===== src/sv/cca_ram.sv =====
// Generic single-port-write, single-port-read RAM with registered read data.
module cca_ram #(
   parameter  int WIDTH  = 8,
   parameter  int DEPTH  = 256,
   localparam int ADDR_W = (DEPTH > 1) ? $clog2(DEPTH) : 1
) (
   input  logic              clock,
   input  logic              we,
   input  logic [ADDR_W-1:0] waddr,
   input  logic [WIDTH-1:0]  wdata,
   input  logic [ADDR_W-1:0] raddr,
   output logic [WIDTH-1:0]  rdata
);

   logic [WIDTH-1:0] mem_ff [DEPTH];
   logic [WIDTH-1:0] rdata_ff;

   // Write port.
   always_ff @(posedge clock) begin
      if (we) begin
         mem_ff[waddr] <= wdata;
      end
   end

   // Registered read port.
   always_ff @(posedge clock) begin
      rdata_ff <= mem_ff[raddr];
   end

   assign rdata = rdata_ff;

endmodule


===== config.mk =====
export PLATFORM = sky130hd
export DESIGN_NAME = cca_ram
export DESIGN_NICKNAME = d
export VERILOG_FILES = /design/src/sv/cca_ram.sv
export SDC_FILE = /design/constraint.sdc
export NUM_CORES = 2
export LEC_CHECK = 0
export BUFFER_PORTS_ARGS = -buffer_cell sky130_fd_sc_hd__clkbuf_2
export CORE_MARGIN = 5
export CORE_UTILIZATION = 35
export DETAILED_ROUTE_END_ITERATION = 6
export SKIP_CTS_REPAIR_TIMING = 1
export SYNTH_ARGS = -nofsm -noshare
export SYNTH_HDL_FRONTEND = slang
export SYNTH_SLANG_ARGS = --single-unit

===== constraint.sdc =====
create_clock -name clock -period 2.19 [get_ports clock]
set_input_delay 0.219 -clock clock [delete_from_list [all_inputs] [get_ports clock]]
set_output_delay 0.219 -clock clock [all_outputs]
set_load 0.05 [all_outputs]

==> run_results.csv <==
group,metric,value,unit
outcome,status,"complete, but fails checks",
outcome,violations,"negative setup slack",
power,p_per_area,858,nW/um^2
yosys,synth-seq-cells,2056,
sta,max_slew_margin,41.9,%
worst_hold_path,hold_end,"mem_ff[50][6]",
sta,finClkSkew,0.0621,ns
yosys,synth_area,79600,sq um
sta,holdWs,0.182,ns
clock_tree,clock_sinks,2056,
yosys,synth.avg_cell_area,21.3,sq um
sta,worstMarginPinSlew,0.870,ns
floorplanning,rows,175,
clock_tree,cts.clk_slew.worst_paths,0.06,ns
yosys,syn-num-nets,3759,
yosys,synthTopCellsByArea,"edfxtp_1, mux4_2, mux2i_1",
yosys,yosysWarnings,0,
routing,wire_per_inst,27.3,microns
yosys,synth_top_flop_cell,"edfxtp_1",
clock_tree,root_buffer,"clkbuf_16",
placement,dp_slack,-1.18,ns
floorplanning,dieWidth,487,microns
grt,grt.total_usage,17.3,%
power,leakage,30.7,nW
yosys,yosys-top-cells-count,"edfxtp_1, mux4_2, nor2_1",
sta,final_max_slew_viol_count,0,
layout,fin_util,42.1,%
sta,period_needed,2.26,ns
sta,layout_setup_ws,-0.0661,ns
yosys,synthArstFlopShare,0,%
floorplanning,core_area,227000,sq um
worst_setup_path,cp_data_arrival_time,2.98,ns
floorplanning,die_h,487,microns
yosys,synth_cell_types,55,
worst_hold_path,worstHoldStart,"waddr[4]",
floorplanning,start_util,35.1,%
worst_setup_path,path_class,"reg2reg",
clock_tree,insertion_delay,0.85,ns
sta,fmax,443,MHz
grt,grt_max_degree,87,
routing,via_per_inst,5.37,
layout,syn2layout_area_growth,20.1,%
worst_setup_path,endpoint_kind,"flop",
routing,drt_iter0_markers,4763,
worst_setup_path,crit_required,2.92,ns
clock_tree,clock_path_buffers,3,
yosys,yosysTopAreaCell,"edfxtp_1",
floorplanning,pin_count,34,
placement,dpl.hpwl,135,mm
worst_setup_path,worstReg2RegEnd,"rdata[4]",
worst_hold_path,whs_path_depth,4,
sta,final-setup-viol-count,4,
routing,drc,0,
flow_run,cap_violations,0,
sta,fin_crit_sh,103,%
yosys,synthMostInstantiatedCell,"edfxtp_1",
worst_setup_path,crit_path_max_fanout,1,
worst_setup_path,regToRegSetupSlack,-0.07,ns
grt,antenna_found_initial,12,
placement,place_congestion,0.829,
yosys,synthCells,3733,
floorplanning,dieArea,237000,sq um
worst_setup_path,startpoint_type,"flop",
sta,hold_violations,0,
yosys,synth-edff-count,2048,
clock_tree,cts_tree,"done",
layout,layout-drive-gt1-share,33.6,%
routing,first_pass_iters,5,
yosys,synth_top_area_share,77.3,%
worst_setup_path,reg2reg_from,"mem_ff[82][4]",
layout,fillers,19700,
placement,io_buffers,33,
layout,nNetsFinal,4492,
grt,grt_pass1_wl,300,mm
grt,grt_pass1_vias,41500,
clock_tree,cts_max_level,4,
power,vdd_drop_max,0.000672,V
routing,via_count,41100,
worst_hold_path,hold_path_class,"in2reg",
clock_tree,cts_buffers,202,
routing,drt-total-wl,209,mm
yosys,yosysSeqAreaShare,77.5,%
routing,antenna_left,0,
grt,gr-total-overflow,0,
worst_setup_path,reg2regPathDepth,6,
sta,rsz0062_at_grt,"true",
==> layout make-up <==
| cell class | count | area [sq um] | share of cell area, % |
|---|---|---|---|
| tap | 3009 | 3760 | 3.94 |
| timing repair buffer | 762 | 6750 | 7.07 |
| multi-input combinational | 1442 | 17000 | 17.7 |
| antenna | 4 | 10.0 | 0.0105 |
| inverter | 2 | 7.51 | 0.00785 |
| clock buffer | 261 | 5310 | 5.55 |
| sequential | 2056 | 61700 | 64.5 |
| clock inverter | 113 | 1120 | 1.18 |
==> power breakdown <==
group / switching, mW / leakage [nW] / internal (mW) / total, mW
logic: 2.88 / 9.08 / 1.92 / 4.80
registers: 0.106 / 18.5 / 43.4 / 43.5
clock network: 14.9 / 3.12 / 18.8 / 33.7
total: 17.9 / 30.7 / 64.1 / 82.0
==> stage by stage <==
step | TNS, ns | std cells | instance area, sq um | total power, mW
2_1_floorplan | 0 | 3733 | 79600 | 46.5
3_3_place_gp | -8.65 | 7256 | 88400 | 48.9
3_5_place_dp | -8.55 | 7256 | 88400 | 48.9
4_1_cts | -2.66 | 7630 | 94800 | 82.5
5_1_grt | -0.256 | 7648 | 95600 | 84.6
6_report | -0.122 | 7649 | 95600 | 82.0
==> sequential cells by signal, indices dropped and copies added (netlist names) <==
name,cells
mem_ff,2048
rdata,8
==> worst max path at each step <==
| stage | from | to | slack (ns) | cells past startpoint |
|---|---|---|---|---|
| finish | mem_ff[82][4] | rdata[4] | -0.07 | 6 |
| global route | mem_ff[82][4] | rdata[4] | -0.08 | 6 |
| CTS | mem_ff[143][0] | rdata[0] | -0.70 | 7 |
| detailed placement | raddr[0] | rdata[0] | -1.18 | 9 |
| global placement | raddr[0] | rdata[4] | -1.21 | 10 |
| floorplan | raddr[0] | rdata[2] | 0.03 | 9 |
==> metal layers <==
metal / vias up / part of all wire [%] / track usage, %
met4: 4 / 3.1 / 5.16
met5: - / 0.013 / 0
met2: 1675 / 49 / 28.1
met1: 21900 / 41 / 24.4
li1: 17200 / - / -
met3: 336 / 7.0 / 2.70
==> critical path, stage by stage, from the launching register on <==
cell	delay, ns
edfxtp_1	0.39
mux4_2	0.48
mux4_2	0.57
nor2b_1	0.19
nor4_2	0.29
buf_4	0.18
nor4_1	0.04
==> cells in the final DEF (no fill, tap or decap), types with 46 or more instances in the layout <==
master	n
a21oi_1	94
a22oi_1	131
buf_12	61
buf_4	642
clkbuf_1	56
clkbuf_16	206
clkinv_1	46
edfxtp_1	2048
mux2i_1	134
mux4_2	455
nor2_1	274
o221ai_1	46
==> logic make-up after synthesis <==
| logic type | Yosys count | share of synthesized area (%) |
|---|---|---|
| AOI/OAI and AO/OA | 385 | 3.42 |
| buffers and inverters | 235 | 1.83 |
| DFF | 2056 | 77.5 |
| muxes | 591 | 14.6 |
| and+or+nand+nor | 466 | 2.63 |
No activity file was read; power rests on OpenSTA's default activity.
