### src/sv/cca_pkg.sv
// Shared types, widths, codes and default sizes of the cluster centroid accumulator.
package cca_pkg;

   // Default sizes of the stores.
   localparam int MAX_CLUSTERS_DEF = 256;
   localparam int MAX_DIM_DEF      = 128;
   localparam int MAX_VECTORS_DEF  = 65536;

   // Field widths of the request and response items.
   localparam int MODE_W    = 2;
   localparam int CLUSTER_W = 9;
   localparam int DIM_IDX_W = 7;
   localparam int SAMPLE_W  = 16;
   localparam int MEAN_W    = 16;

   // Running sums are signed 33-bit values that saturate.
   localparam int SUM_W = 33;

   // Configuration port.
   localparam int NUM_CLUSTERS_W = 9;
   localparam int VECTOR_DIM_W   = 8;
   localparam int CSR_IDX_W      = 1;
   localparam int CSR_DATA_W     = 9;
   localparam logic [CSR_IDX_W-1:0] CSR_NUM_CLUSTERS = 1'd0;
   localparam logic [CSR_IDX_W-1:0] CSR_VECTOR_DIM   = 1'd1;
   localparam logic [NUM_CLUSTERS_W-1:0] NUM_CLUSTERS_RST = 9'd256;
   localparam logic [VECTOR_DIM_W-1:0]   VECTOR_DIM_RST   = 8'd128;

   // Request modes.
   localparam logic [MODE_W-1:0] MODE_ACCUMULATE = 2'd0;
   localparam logic [MODE_W-1:0] MODE_READ       = 2'd1;
   localparam logic [MODE_W-1:0] MODE_CLEAR      = 2'd2;
   localparam logic [MODE_W-1:0] MODE_UNUSED     = 2'd3;

   // Status of the shared divider.
   typedef struct packed {
      logic busy;
      logic done;
   } div_status_type;

endpackage

### src/sv/cca_divider.sv
// Restoring divider that produces one quotient bit per cycle.
module cca_divider #(
   parameter int DIVIDEND_W = 33,
   parameter int DIVISOR_W  = 17
) (
   input  logic                    clock,
   input  logic                    reset,
   input  logic                    start,
   input  logic [DIVIDEND_W-1:0]   dividend,
   input  logic [DIVISOR_W-1:0]    divisor,
   output logic [DIVIDEND_W-1:0]   quotient,
   output cca_pkg::div_status_type status
);

   localparam int IT_W = $clog2(DIVIDEND_W + 1);

   logic [DIVIDEND_W-1:0] quo_ff, quo_in;
   logic [DIVISOR_W-1:0]  rem_ff, rem_in;
   logic [DIVISOR_W-1:0]  dvs_ff;
   logic [IT_W-1:0]       iter_ff;
   logic                  busy_ff;
   logic                  done_ff;
   logic [DIVISOR_W:0]    trial;
   logic [DIVISOR_W:0]    diff;
   logic                  fits;

   // One trial subtraction: bring down the next dividend bit and subtract if it fits.
   always_comb begin
      trial  = {rem_ff, quo_ff[DIVIDEND_W-1]};
      diff   = trial - {1'b0, dvs_ff};
      fits   = (trial >= {1'b0, dvs_ff});
      rem_in = fits ? diff[DIVISOR_W-1:0] : trial[DIVISOR_W-1:0];
      quo_in = {quo_ff[DIVIDEND_W-2:0], fits};
   end

   // Iteration control.
   always_ff @(posedge clock) begin
      if (reset) begin
         busy_ff <= 1'b0;
         done_ff <= 1'b0;
         iter_ff <= '0;
      end else begin
         done_ff <= busy_ff && (iter_ff == IT_W'(1));
         if (start) begin
            busy_ff <= 1'b1;
            iter_ff <= IT_W'(DIVIDEND_W);
         end else if (busy_ff) begin
            busy_ff <= (iter_ff != IT_W'(1));
            iter_ff <= iter_ff - IT_W'(1);
         end
      end
   end

   // Dividend shifts out while the quotient shifts in behind it.
   always_ff @(posedge clock) begin
      if (start) begin
         quo_ff <= dividend;
         rem_ff <= '0;
         dvs_ff <= divisor;
      end else if (busy_ff) begin
         quo_ff <= quo_in;
         rem_ff <= rem_in;
      end
   end

   assign quotient    = quo_ff;
   assign status.busy = busy_ff;
   assign status.done = done_ff;

endmodule

### config.mk
export PLATFORM = sky130hd
export DESIGN_NAME = cca_divider
export DESIGN_NICKNAME = d
export VERILOG_FILES = /design/src/sv/cca_pkg.sv /design/src/sv/cca_divider.sv
export SDC_FILE = /design/constraint.sdc
export NUM_CORES = 1
export LEC_CHECK = 0
export ABC_CLOCK_PERIOD_IN_PS = 4900
export BUFFER_PORTS_ARGS = -buffer_cell sky130_fd_sc_hd__buf_2
export CAP_MARGIN = 10
export CORE_ASPECT_RATIO = 1.1
export CORE_MARGIN = 2
export CORE_UTILIZATION = 55
export CTS_CLUSTER_DIAMETER = 120
export CTS_CLUSTER_SIZE = 40
export DETAILED_ROUTE_END_ITERATION = 12
export HOLD_SLACK_MARGIN = 0.03
export PLACE_DENSITY = 0.81
export SETUP_SLACK_MARGIN = 0.02
export SLEW_MARGIN = 25
export SYNTH_ARGS = -nofsm -noshare
export SYNTH_HDL_FRONTEND = slang
export SYNTH_SLANG_ARGS = --single-unit
### constraint.sdc
create_clock -name clock -period 4.9 [get_ports clock]
set_input_delay 0.245 -clock clock [delete_from_list [all_inputs] [get_ports clock]]
set_output_delay 0.245 -clock clock [all_outputs]
set_load 0.02 [all_outputs]
==> metrics.txt, run 1 <==
outcome=finished, final reports clean; share of the yosys chip area belonging to registers=0.501; type of the worst setup path=reg2reg; Layout Skew=12.9 ps; number of clock sinks=75; maximum number of pins on one net before global-route repair=69; Worst path slowest cell=sky130_fd_sc_hd__o2111a_1; Final Hold Slack=63.2 ps; clock latency on the worst-skew pair=350 ps; cts bufs inserted=9; number of global-route vias before repair=3030; sequence of cells on the critical path=inv_1, ha_1, inv_1, fa_1, a21o_1, a221o_1, a211oi_2, o2111a_1, nand2_1, a311oi_1; total stage count of the critical path=10; Avg Vias per Cell=5.80; TritonCTS clock tree=yes; number of register bits inferred by synthesis=75; termination of the worst setup path=rem_ff[3]; combined global-route utilization of all metal layers=0.216; Clock Pin Slew Worst Setup and Hold Paths=90 ps; First DRT Iteration DRCs=219; slew margin rel.=0.460; warning count from the yosys run=0; number of instances in the synthesized netlist=363; CTS root buffer=sky130_fd_sc_hd__clkbuf_8; number of nets in the finished design=517; routed vias=3095; type of the worst min-delay path=in2reg; routability congestion estimate from global placement=0.956; overall die area=7970 sq um; final period utilization=0.640; worst r2r path cells=10; DR pass1 iterations=5; startpoint type of the worst setup path=register; arrival time at the worst endpoint=3390 ps; Lkg Pwr=1.95 nW; max cap viols=0; utilization of the core after routing=0.664; Die H=93.4 microns; aggregate negative setup slack=0 ps; beginning of the worst register-to-register path=quotient[32]; top_reg_cell synth=sky130_fd_sc_hd__edfxtp_1; FILL cells=549; Core Footprint=7050 sq um; total gr overflow=0; number of nets produced by synthesis=436; CP Capture Type=register; Setup violations, final=0; DRT antenna net count=0; number of buffers inserted for hold repair after clock tree synthesis=0; highest ir drop seen on vdd=0.298 mV; diode insertion count for antenna repair=0; Die Span X=85.3 microns; count of H-tree levels built during CTS=3; number of gates resized after cts=0; Worst path top cell family by delay=compound AO/OA/AOI/OAI gates; initial standard-cell utilization of the core=0.567; critical path's largest stage delay=680 ps; most frequent standard cell in the layout excluding fill and tap cells=sky130_fd_sc_hd__buf_2; register-to-register setup slack=1760 ps; wire length per cell=15.6 microns; final routed DRC violation total=0; Worst EP required=5150 ps; number of rows in the core area=32; IO Count=88; Reg-to-Reg End=rem_ff[3]; RSZ-0062 raised after global routing=no; Routed Wire Length=8.32 mm; Post-Syn Area=4000 sq um; buffers added on ports=87; share of post-route cells with drive strength above 1=0.323; final slew viol count=0; first-pass GRT wire length=13.6 mm; async set-or-reset flop fraction in the synthesized netlist=0; pwr dens=347 nW/um^2; fmax=319 MHz; library cells used by synthesis=54; number of enable-type register cells in the synthesized netlist=50; most frequent cells in the layout=sky130_fd_sc_hd__buf_2, sky130_fd_sc_hd__edfxtp_1, sky130_fd_sc_hd__nand2_1, sky130_fd_sc_hd__mux2_2, sky130_fd_sc_hd__nor2_1; antenna violations before repair=0; sum of net half-perimeters after detailed placement=6.02 mm; worst path setup slack after routing=1760 ps; combined buffer and inverter count along the critical path=2; hold violation total from the final report=0; synthesized area divided by synthesized cell count=11.0 sq um; cell mode on critical path=sky130_fd_sc_hd__inv_1; buffers from clock root to sink, at most=2; Worst Max-Slew Pin Slew=811 ps; highest fanout seen on the critical path=18; post-synthesis to final-layout area growth=17.0%; Final Critical Period=3140 ps; number of buffers added for setup after CTS=0; pre-CTS WS=1820 ps; Crit. Startpoint=quotient[32]
registers in the layout (all words and copies together) (netlist names):
| register | flops |
|---|---|
| quotient | 33 |
| iter_ff | 6 |
| dvs_ff | 17 |
| busy_ff | 1 |
| done_ff | 1 |
| rem_ff | 17 |
metrics by stage:
| step | std cells | power (mW) | area [sq um] |
|---|---|---|---|
| 2_1_floorplan | 363 | 0.992 | 4000 |
| 6_report | 534 | 1.63 | 4680 |
| 3_5_place_dp | 518 | 1.08 | 4440 |
| 3_3_place_gp | 518 | 1.07 | 4440 |
| 4_1_cts | 534 | 1.63 | 4680 |
| 5_1_grt | 534 | 1.69 | 4680 |
Yosys cell counts (4+ instances only):
cell type / number / area [sq um]
sky130_fd_sc_hd__a21oi_1: 16 / 80.1
sky130_fd_sc_hd__a311oi_1: 7 / 61.3
sky130_fd_sc_hd__a32oi_1: 4 / 35.0
sky130_fd_sc_hd__buf_1: 4 / 15.0
sky130_fd_sc_hd__buf_2: 4 / 20.0
sky130_fd_sc_hd__clkbuf_1: 7 / 26.3
sky130_fd_sc_hd__dfxtp_1: 25 / 500
sky130_fd_sc_hd__edfxtp_1: 50 / 1500
sky130_fd_sc_hd__ha_1: 19 / 238
sky130_fd_sc_hd__inv_1: 23 / 86.3
sky130_fd_sc_hd__mux2_2: 33 / 372
sky130_fd_sc_hd__nand2_1: 34 / 128
sky130_fd_sc_hd__nand2b_1: 8 / 50.1
sky130_fd_sc_hd__nand3_1: 11 / 55.1
sky130_fd_sc_hd__nand4_1: 4 / 25.0
sky130_fd_sc_hd__nor2_1: 27 / 101
sky130_fd_sc_hd__nor3_1: 6 / 30.0
sky130_fd_sc_hd__o21ai_0: 14 / 70.1
sky130_fd_sc_hd__xnor2_1: 10 / 87.6
sky130_fd_sc_hd__xor2_1: 4 / 35.0
worst register-to-register path, stage by stage, from the launching register on:
cell and delay, ps:
sky130_fd_sc_hd__edfxtp_1 420, sky130_fd_sc_hd__inv_1 80, sky130_fd_sc_hd__ha_1 160, sky130_fd_sc_hd__inv_1 60, sky130_fd_sc_hd__fa_1 400, sky130_fd_sc_hd__a21o_1 230
sky130_fd_sc_hd__a221o_1 340, sky130_fd_sc_hd__a211oi_2 270, sky130_fd_sc_hd__o2111a_1 680, sky130_fd_sc_hd__nand2_1 120, sky130_fd_sc_hd__a311oi_1 280
report_power, final:
part	internal, mW	switching [mW]	total, mW
logic	0.125	0.182	0.307
registers	0.736	0.0279	0.764
clock network	0.320	0.235	0.554
layer usage:
| metal | wire length, microns | up-vias | GRT usage |
|---|---|---|---|
| met5 | 0 | - | 0 |
| li1 | - | 1512 | - |
| met1 | 3590 | 1457 | 0.269 |
| met4 | 132 | 0 | 0.0675 |
| met2 | 4080 | 112 | 0.367 |
| met3 | 518 | 14 | 0.0591 |
layout make-up:
type / instances / area, sq um / share of cell area
Multi-Input combinational cell: 245 / 1790 / 0.383
Sequential cell: 75 / 2000 / 0.428
Inverter: 23 / 86.3 / 0.0185
Tap cell: 85 / 106 / 0.0227
Timing Repair Buffer: 90 / 458 / 0.0979
Clock inverter: 5 / 82.6 / 0.0177
Clock buffer: 11 / 153 / 0.0326
worst min path at each step:
stage | endpoint | start | cells after the start | slack, ps
finish | dvs_ff[4] | divisor[4] | 1 | 60
global route | dvs_ff[4] | divisor[4] | 1 | 50
CTS | dvs_ff[4] | divisor[4] | 1 | 50
detailed placement | dvs_ff[15] | divisor[15] | 1 | 420
global placement | dvs_ff[12] | divisor[12] | 1 | 420
floorplan | dvs_ff[0] | divisor[0] | 0 | 340
cell families (layout without fill, tap and decap cells):
family / Yosys count / after routing / share of synthesized area
buffers and inverters: 43 / 129 / 0.0513
XOR/XNOR: 14 / 14 / 0.0307
multiplexers: 34 / 34 / 0.0955
AND/OR/NAND/NOR: 108 / 108 / 0.130
flip-flops: 75 / 75 / 0.501
AO/OA/AOI/OAI: 69 / 69 / 0.128
adder cells (fa/ha/maj): 20 / 20 / 0.0645
Note: power is estimated with default switching activity, not from simulation.
==> run 2: changes to the inputs <==
--- a/config.mk
+++ b/config.mk
@@ -5,7 +5,7 @@
 export SDC_FILE = /design/constraint.sdc
 export NUM_CORES = 1
 export LEC_CHECK = 0
-export ABC_CLOCK_PERIOD_IN_PS = 4900
+export ABC_CLOCK_PERIOD_IN_PS = 2900
 export BUFFER_PORTS_ARGS = -buffer_cell sky130_fd_sc_hd__buf_2
 export CAP_MARGIN = 10
 export CORE_ASPECT_RATIO = 1.1
==> constraint.sdc (replaced) <==
create_clock -name clock -period 2.9 [get_ports clock]
set_input_delay 0.145 -clock clock [delete_from_list [all_inputs] [get_ports clock]]
set_output_delay 0.145 -clock clock [all_outputs]
set_load 0.02 [all_outputs]
==> metrics.txt, run 2 (synthesis gave the netlist of run 1 again) <==
critical path's largest stage delay=400 ps (was 680 ps); area taken by flip-flops and latches=2000 sq um (unchanged); Layout Skew=8.28 ps (was 12.9 ps); share of post-route cells with drive strength above 1=0.332 (was 0.323); Routed Wire Length=9.26 mm (was 8.32 mm); aggregate negative setup slack=0 ps (unchanged); hold violation total from the final report=0 (unchanged); fraction of power spent switching nets=0.279 (was 0.274); post-synthesis to final-layout area growth=23.8% (was 17.0%); most frequent cells in the layout=sky130_fd_sc_hd__buf_2, sky130_fd_sc_hd__edfxtp_1, sky130_fd_sc_hd__nand2_1, sky130_fd_sc_hd__mux2_2, sky130_fd_sc_hd__nor2_1 (unchanged); total gr overflow=0 (unchanged); clock latency on the worst-skew pair=360 ps (was 350 ps); most frequent standard cell in the layout excluding fill and tap cells=sky130_fd_sc_hd__buf_2 (unchanged); Worst EP required=3170 ps (was 5150 ps); final cell count without fillers=561 (was 534); max cap viols=0 (unchanged); Die Span X=85.3 microns (unchanged); beginning of the worst register-to-register path=quotient[32] (unchanged); Avg Vias per Cell=5.78 (was 5.80); max reg flops=33 (unchanged); routability congestion estimate from global placement=0.901 (was 0.956); Worst path top cell family by delay=compound AO/OA/AOI/OAI gates (unchanged); cts bufs inserted=9 (unchanged); combined global-route utilization of all metal layers=0.228 (was 0.216); number of nets in the finished design=544 (was 517); diode insertion count for antenna repair=0 (unchanged); Final Hold Slack=52.9 ps (was 63.2 ps); placed cell area=4490 sq um (was 4440 sq um); TritonCTS clock tree=yes (unchanged); power after layout=2.80 mW (was 1.63 mW); final period utilization=0.951 (was 0.640); slew margin rel.=0.563 (was 0.460); Crit. Startpoint=quotient[32] (unchanged); combinational share of power=0.198 (was 0.189); Lkg Pwr=2.07 nW (was 1.95 nW); utilization of the core after routing=0.702 (was 0.664); buffers added on ports=87 (unchanged); pwr dens=566 nW/um^2 (was 347 nW/um^2); Core Footprint=7050 sq um (unchanged); Net Sw Power=0.781 mW (was 0.445 mW); startpoint type of the worst setup path=register (unchanged); highest ir drop seen on vdd=0.408 mV (was 0.298 mV); first-pass GRT wire length=14.2 mm (was 13.6 mm); routed vias=3242 (was 3095); IO Count=88 (unchanged); fmax=363 MHz (was 319 MHz); wire length per cell=16.5 microns (was 15.6 microns); final routed DRC violation total=0 (unchanged); number of clock sinks=75 (unchanged); multi-input combinational cell area=1810 sq um (was 1790 sq um); pre-CTS WS=129 ps (was 1820 ps); number of global-route vias before repair=3075 (was 3030); part of the power in the clock network=0.340 (was 0.341); worst path setup slack after routing=144 ps (was 1760 ps); cell mode on critical path=sky130_fd_sc_hd__inv_1 (unchanged); combined buffer and inverter count along the critical path=3 (was 2); highest fanout seen on the critical path=9 (was 18); final slew viol count=0 (unchanged); arrival time at the worst endpoint=3030 ps (was 3390 ps); Die H=93.4 microns (unchanged); count of H-tree levels built during CTS=3 (unchanged); Final Critical Period=2760 ps (was 3140 ps); CTS root buffer=sky130_fd_sc_hd__clkbuf_8 (unchanged); maximum number of pins on one net before global-route repair=38 (was 69); Worst path slowest cell=sky130_fd_sc_hd__edfxtp_1 (was sky130_fd_sc_hd__o2111a_1); instance count after placement with tap cells included=524 (was 518); Setup violations, final=0 (unchanged); CP Capture Type=register (unchanged); sum of net half-perimeters after detailed placement=6.42 mm (was 6.02 mm); sequence of cells on the critical path=inv_1, ha_1, inv_1, fa_2, a21o_1, a221o_1, a211oi_2, o2111a_2, buf_4, nand2_2, a311oi_2 (was inv_1, ha_1, inv_1, fa_1, a21o_1, a221o_1, a211oi_2, o2111a_1, nand2_1, a311oi_1); Worst Max-Slew Pin Slew=654 ps (was 811 ps); RSZ-0062 raised after global routing=no (unchanged); Internal=2.02 mW (was 1.18 mW); initial standard-cell utilization of the core=0.567 (unchanged); type of the worst setup path=reg2reg (unchanged); FILL cells=479 (was 549); type of the worst min-delay path=in2reg (unchanged); outcome=finished, final reports clean (unchanged); DR pass1 iterations=7 (was 5); DRT antenna net count=0 (unchanged); sequential fraction of design power=0.462 (was 0.470); antenna violations before repair=0 (unchanged); number of rows in the core area=32 (unchanged); First DRT Iteration DRCs=278 (was 219); origin of the worst min-delay path=reset (was divisor[4]); overall die area=7970 sq um (unchanged); final design area excluding fillers=4950 sq um (was 4680 sq um); buffers from clock root to sink, at most=2 (unchanged); Clock Pin Slew Worst Setup and Hold Paths=80 ps (was 90 ps)
[run 2: changes by cell type in the layout (fill, tap and decap cells not counted), sizes merged]
cell	change
buf	+10
clkinv	-1
dlygate4sd3	+17
inv	+1
[run 2: power groups by stage]
stage / Combinational, mW / Sequential (mW) / Clock [mW]
after floorplan: 0.308 / 1.37 / 0
after global placement: 0.506 / 1.31 / 0
after detailed placement: 0.517 / 1.32 / 0
after CTS: 0.538 / 1.29 / 0.962
after global routing: 0.600 / 1.31 / 1.00
final: 0.554 / 1.29 / 0.953
[run 2: final timing paths]
kind | to | slack (ps) | depth (start not counted)
hold reg to reg | iter_ff[1] | 500 | 2
setup / recovery | rem_ff[8] | 140 | 11
hold / removal | iter_ff[0] | 50 | 2
setup reg to reg | rem_ff[8] | 140 | 11
[run 2: final cells by class]
type                       instances  share of cell area
multi-input combinational        245               0.366
clock inverter                     5              0.0167
tap                               85              0.0215
timing repair buffer             117               0.143
inverter                          23              0.0174
clock buffer                      11              0.0308
sequential                        75               0.404
[run 2: worst register-to-register path, cell delays in order (launching register included)]
cell	delay, ps
sky130_fd_sc_hd__edfxtp_1	400
sky130_fd_sc_hd__inv_1	80
sky130_fd_sc_hd__ha_1	170
sky130_fd_sc_hd__inv_1	60
sky130_fd_sc_hd__fa_2	350
sky130_fd_sc_hd__a21o_1	180
sky130_fd_sc_hd__a221o_1	350
sky130_fd_sc_hd__a211oi_2	290
sky130_fd_sc_hd__o2111a_2	300
sky130_fd_sc_hd__buf_4	180
sky130_fd_sc_hd__nand2_2	70
sky130_fd_sc_hd__a311oi_2	250
[run 2: timing repair]
| item | 4_1_cts | 5_1_grt |
|---|---|---|
| setup endpoints to repair | 0 | 8 |
| hold buffers | 17 | 0 |
| resized for setup | 0 | 6 |
| buffers inserted | 0 | 3 |
| hold endpoints to repair | 17 | 0 |
[run 2: per-layer routing]
layer	global-route usage	share of wire	vias up	routed length, microns
met2	0.378	0.50	148	4650
met5	0	0	-	0
met4	0.0979	0.024	0	223
li1	-	-	1559	-
met1	0.283	0.41	1508	3770
met3	0.0574	0.066	27	614
==> run 3: changes to the inputs <==
--- a/config.mk
+++ b/config.mk
@@ -16,7 +16,7 @@
 export DETAILED_ROUTE_END_ITERATION = 12
 export HOLD_SLACK_MARGIN = 0.03
 export PLACE_DENSITY = 0.81
-export SETUP_SLACK_MARGIN = 0.02
+export SETUP_SLACK_MARGIN = 0.15
 export SLEW_MARGIN = 25
 export SYNTH_ARGS = -nofsm -noshare
 export SYNTH_HDL_FRONTEND = slang
==> metrics.txt, run 3 (synthesis gave the netlist of run 1 again) <==
outcome=finished, final reports clean (unchanged); DRT antenna net count=0 (unchanged); First DRT Iteration DRCs=206 (was 278); sum of net half-perimeters after detailed placement=6.39 mm (was 6.42 mm); part of the power in the clock network=0.309 (was 0.340); number of global-route vias before repair=3121 (was 3075); cts bufs inserted=9 (unchanged); post-synthesis to final-layout area growth=23.0% (was 23.8%); aggregate negative setup slack=0 ps (unchanged); Final Critical Period=2720 ps (was 2760 ps); final routed DRC violation total=0 (unchanged); type of the worst setup path=reg2reg (unchanged); max cap viols=0 (unchanged); combined global-route utilization of all metal layers=0.235 (was 0.228); Die H=93.4 microns (unchanged); RSZ-0062 raised after global routing=yes (was no); pwr dens=545 nW/um^2 (was 566 nW/um^2); maximum number of pins on one net before global-route repair=38 (unchanged); clock latency on the worst-skew pair=360 ps (about the same); CTS root buffer=sky130_fd_sc_hd__clkbuf_8 (unchanged); cell depth of the worst min-delay path=2 (unchanged); sequence of cells on the critical path=inv_1, ha_2, inv_2, fa_2, a21o_1, a221o_1, a211oi_2, o2111a_2, buf_4, a311o_1, a311oi_2 (was inv_1, ha_1, inv_1, fa_2, a21o_1, a221o_1, a211oi_2, o2111a_2, buf_4, nand2_2, a311oi_2); highest fanout seen on the critical path=5 (was 9); register-to-register setup slack=180 ps (was 140 ps); routed vias=3249 (was 3242); worst hold endpoint=iter_ff[5] (was iter_ff[0]); Worst path top cell family by delay=compound AO/OA/AOI/OAI gates (unchanged); arrival time at the worst endpoint=2930 ps (was 3030 ps); Routed Wire Length=9.31 mm (was 9.26 mm); share of post-route cells with drive strength above 1=0.339 (was 0.332); Reg-to-Reg End=rem_ff[7] (was rem_ff[8]); max reg flops=33 (unchanged); final slew viol count=0 (unchanged); Worst path slowest cell=sky130_fd_sc_hd__edfxtp_1 (unchanged); worst r2r path cells=11 (unchanged); most frequent cells in the layout=sky130_fd_sc_hd__buf_2, sky130_fd_sc_hd__edfxtp_1, sky130_fd_sc_hd__mux2_2, sky130_fd_sc_hd__nand2_1, sky130_fd_sc_hd__nor2_1 (was sky130_fd_sc_hd__buf_2, sky130_fd_sc_hd__edfxtp_1, sky130_fd_sc_hd__nand2_1, sky130_fd_sc_hd__mux2_2, sky130_fd_sc_hd__nor2_1); worst path setup slack after routing=182 ps (was 144 ps); Lkg Pwr=2.04 nW (was 2.07 nW); origin of the worst min-delay path=reset (unchanged); overall die area=7970 sq um (unchanged); Net Sw Power=0.796 mW (was 0.781 mW); IO Count=88 (unchanged); count of H-tree levels built during CTS=3 (unchanged); buffers added on ports=87 (unchanged); slew margin rel.=0.496 (was 0.563); multi-input combinational cell area=1810 sq um (unchanged); number of nets in the finished design=543 (was 544); FILL cells=511 (was 479); Core Footprint=7050 sq um (unchanged); Avg Vias per Cell=5.80 (was 5.78); DR pass1 iterations=5 (was 7); sequential fraction of design power=0.482 (was 0.462); final period utilization=0.937 (was 0.951); highest ir drop seen on vdd=0.446 mV (was 0.408 mV); number of rows in the core area=32 (unchanged); beginning of the worst register-to-register path=quotient[32] (unchanged); total gr overflow=0 (unchanged); TritonCTS clock tree=yes (unchanged); Worst EP required=3110 ps (was 3170 ps); Internal=1.88 mW (was 2.02 mW); initial standard-cell utilization of the core=0.567 (unchanged); Die Span X=85.3 microns (unchanged); critical path's largest stage delay=410 ps (was 400 ps); pre-CTS WS=178 ps (was 129 ps); combinational share of power=0.209 (was 0.198); fmax=368 MHz (was 363 MHz); buffers from clock root to sink, at most=2 (unchanged); Clock Pin Slew Worst Setup and Hold Paths=80 ps (about the same); Layout Skew=11.3 ps (was 8.28 ps); area taken by flip-flops and latches=2000 sq um (unchanged); antenna violations before repair=0 (unchanged); Worst Max-Slew Pin Slew=754 ps (was 654 ps); type of the worst min-delay path=in2reg (unchanged); most frequent standard cell in the layout excluding fill and tap cells=sky130_fd_sc_hd__buf_2 (unchanged); number of clock sinks=75 (unchanged); first-pass GRT wire length=14.5 mm (was 14.2 mm); routability congestion estimate from global placement=0.868 (was 0.901); diode insertion count for antenna repair=0 (unchanged); combined buffer and inverter count along the critical path=3 (unchanged); hold violation total from the final report=0 (unchanged); CP Capture Type=register (unchanged); startpoint type of the worst setup path=register (unchanged); wire length per cell=16.6 microns (was 16.5 microns); Setup violations, final=0 (unchanged); power after layout=2.68 mW (was 2.80 mW); fraction of power spent switching nets=0.297 (was 0.279)
[run 3: timing repair]
action                                  4_1_cts  5_1_grt
gates resized for setup                       0        9
cloned                                        0        1
endpoints found under the setup margin        1       10
pin swaps                                     1        4
hold buffers                                 17        0
buffers inserted                              0        2
hold endpoints to repair                     17        0
[run 3: final cells by class]
type,instances,share of cell area
flip-flops and latches,75,0.407
clock buffers,9,0.0252
repair buffers,116,0.145
well taps,85,0.0216
inverters,23,0.0176
clock inverters,7,0.0153
multi-input cells,245,0.368
[run 3: power by group through the flow]
stage	clock (mW)	combinational (mW)	sequential, mW
3_5_place_dp	0	0.524	1.31
3_3_place_gp	0	0.509	1.31
2_1_floorplan	0	0.308	1.37
4_1_cts	0.835	0.548	1.29
6_report	0.828	0.561	1.29
5_1_grt	0.877	0.612	1.30
[run 3: how the worst max path moves through the flow]
| stage | from | to | depth (start not counted) |
|---|---|---|---|
| 2_1_floorplan | quotient[32] | quotient[0] | 10 |
| 3_3_place_gp | quotient[32] | rem_ff[0] | 11 |
| 3_5_place_dp | quotient[32] | rem_ff[7] | 11 |
| 4_1_cts | quotient[32] | rem_ff[7] | 11 |
| 5_1_grt | quotient[32] | rem_ff[4] | 11 |
| 6_report | quotient[32] | rem_ff[7] | 11 |
[run 3: routing by layer]
layer,GRT usage,up-vias,part of all wire
met4,0.101,0,0.022
met3,0.0538,20,0.057
met1,0.287,1555,0.41
met2,0.397,116,0.51
li1,-,1558,-
met5,0,-,0
[run 3: worst register-to-register path, delay by kind of cell (launching register included)]
kind	cells	cell delay [ps]
compound gates	6	1380
fa+ha+maj	2	500
flops	1	410
buf+inv	3	280
[run 3: through the flow]
step / utilization / hold WS, ps / cells / cell area [sq um]
after floorplan: - / 244 / 363 / 4010
after global placement: 0.639 / 322 / 524 / 4500
after detailed placement: 0.639 / 323 / 524 / 4500
after CTS: 0.691 / 41.3 / 557 / 4870
after global routing: 0.698 / 45.1 / 560 / 4920
final: 0.698 / 53.2 / 560 / 4920
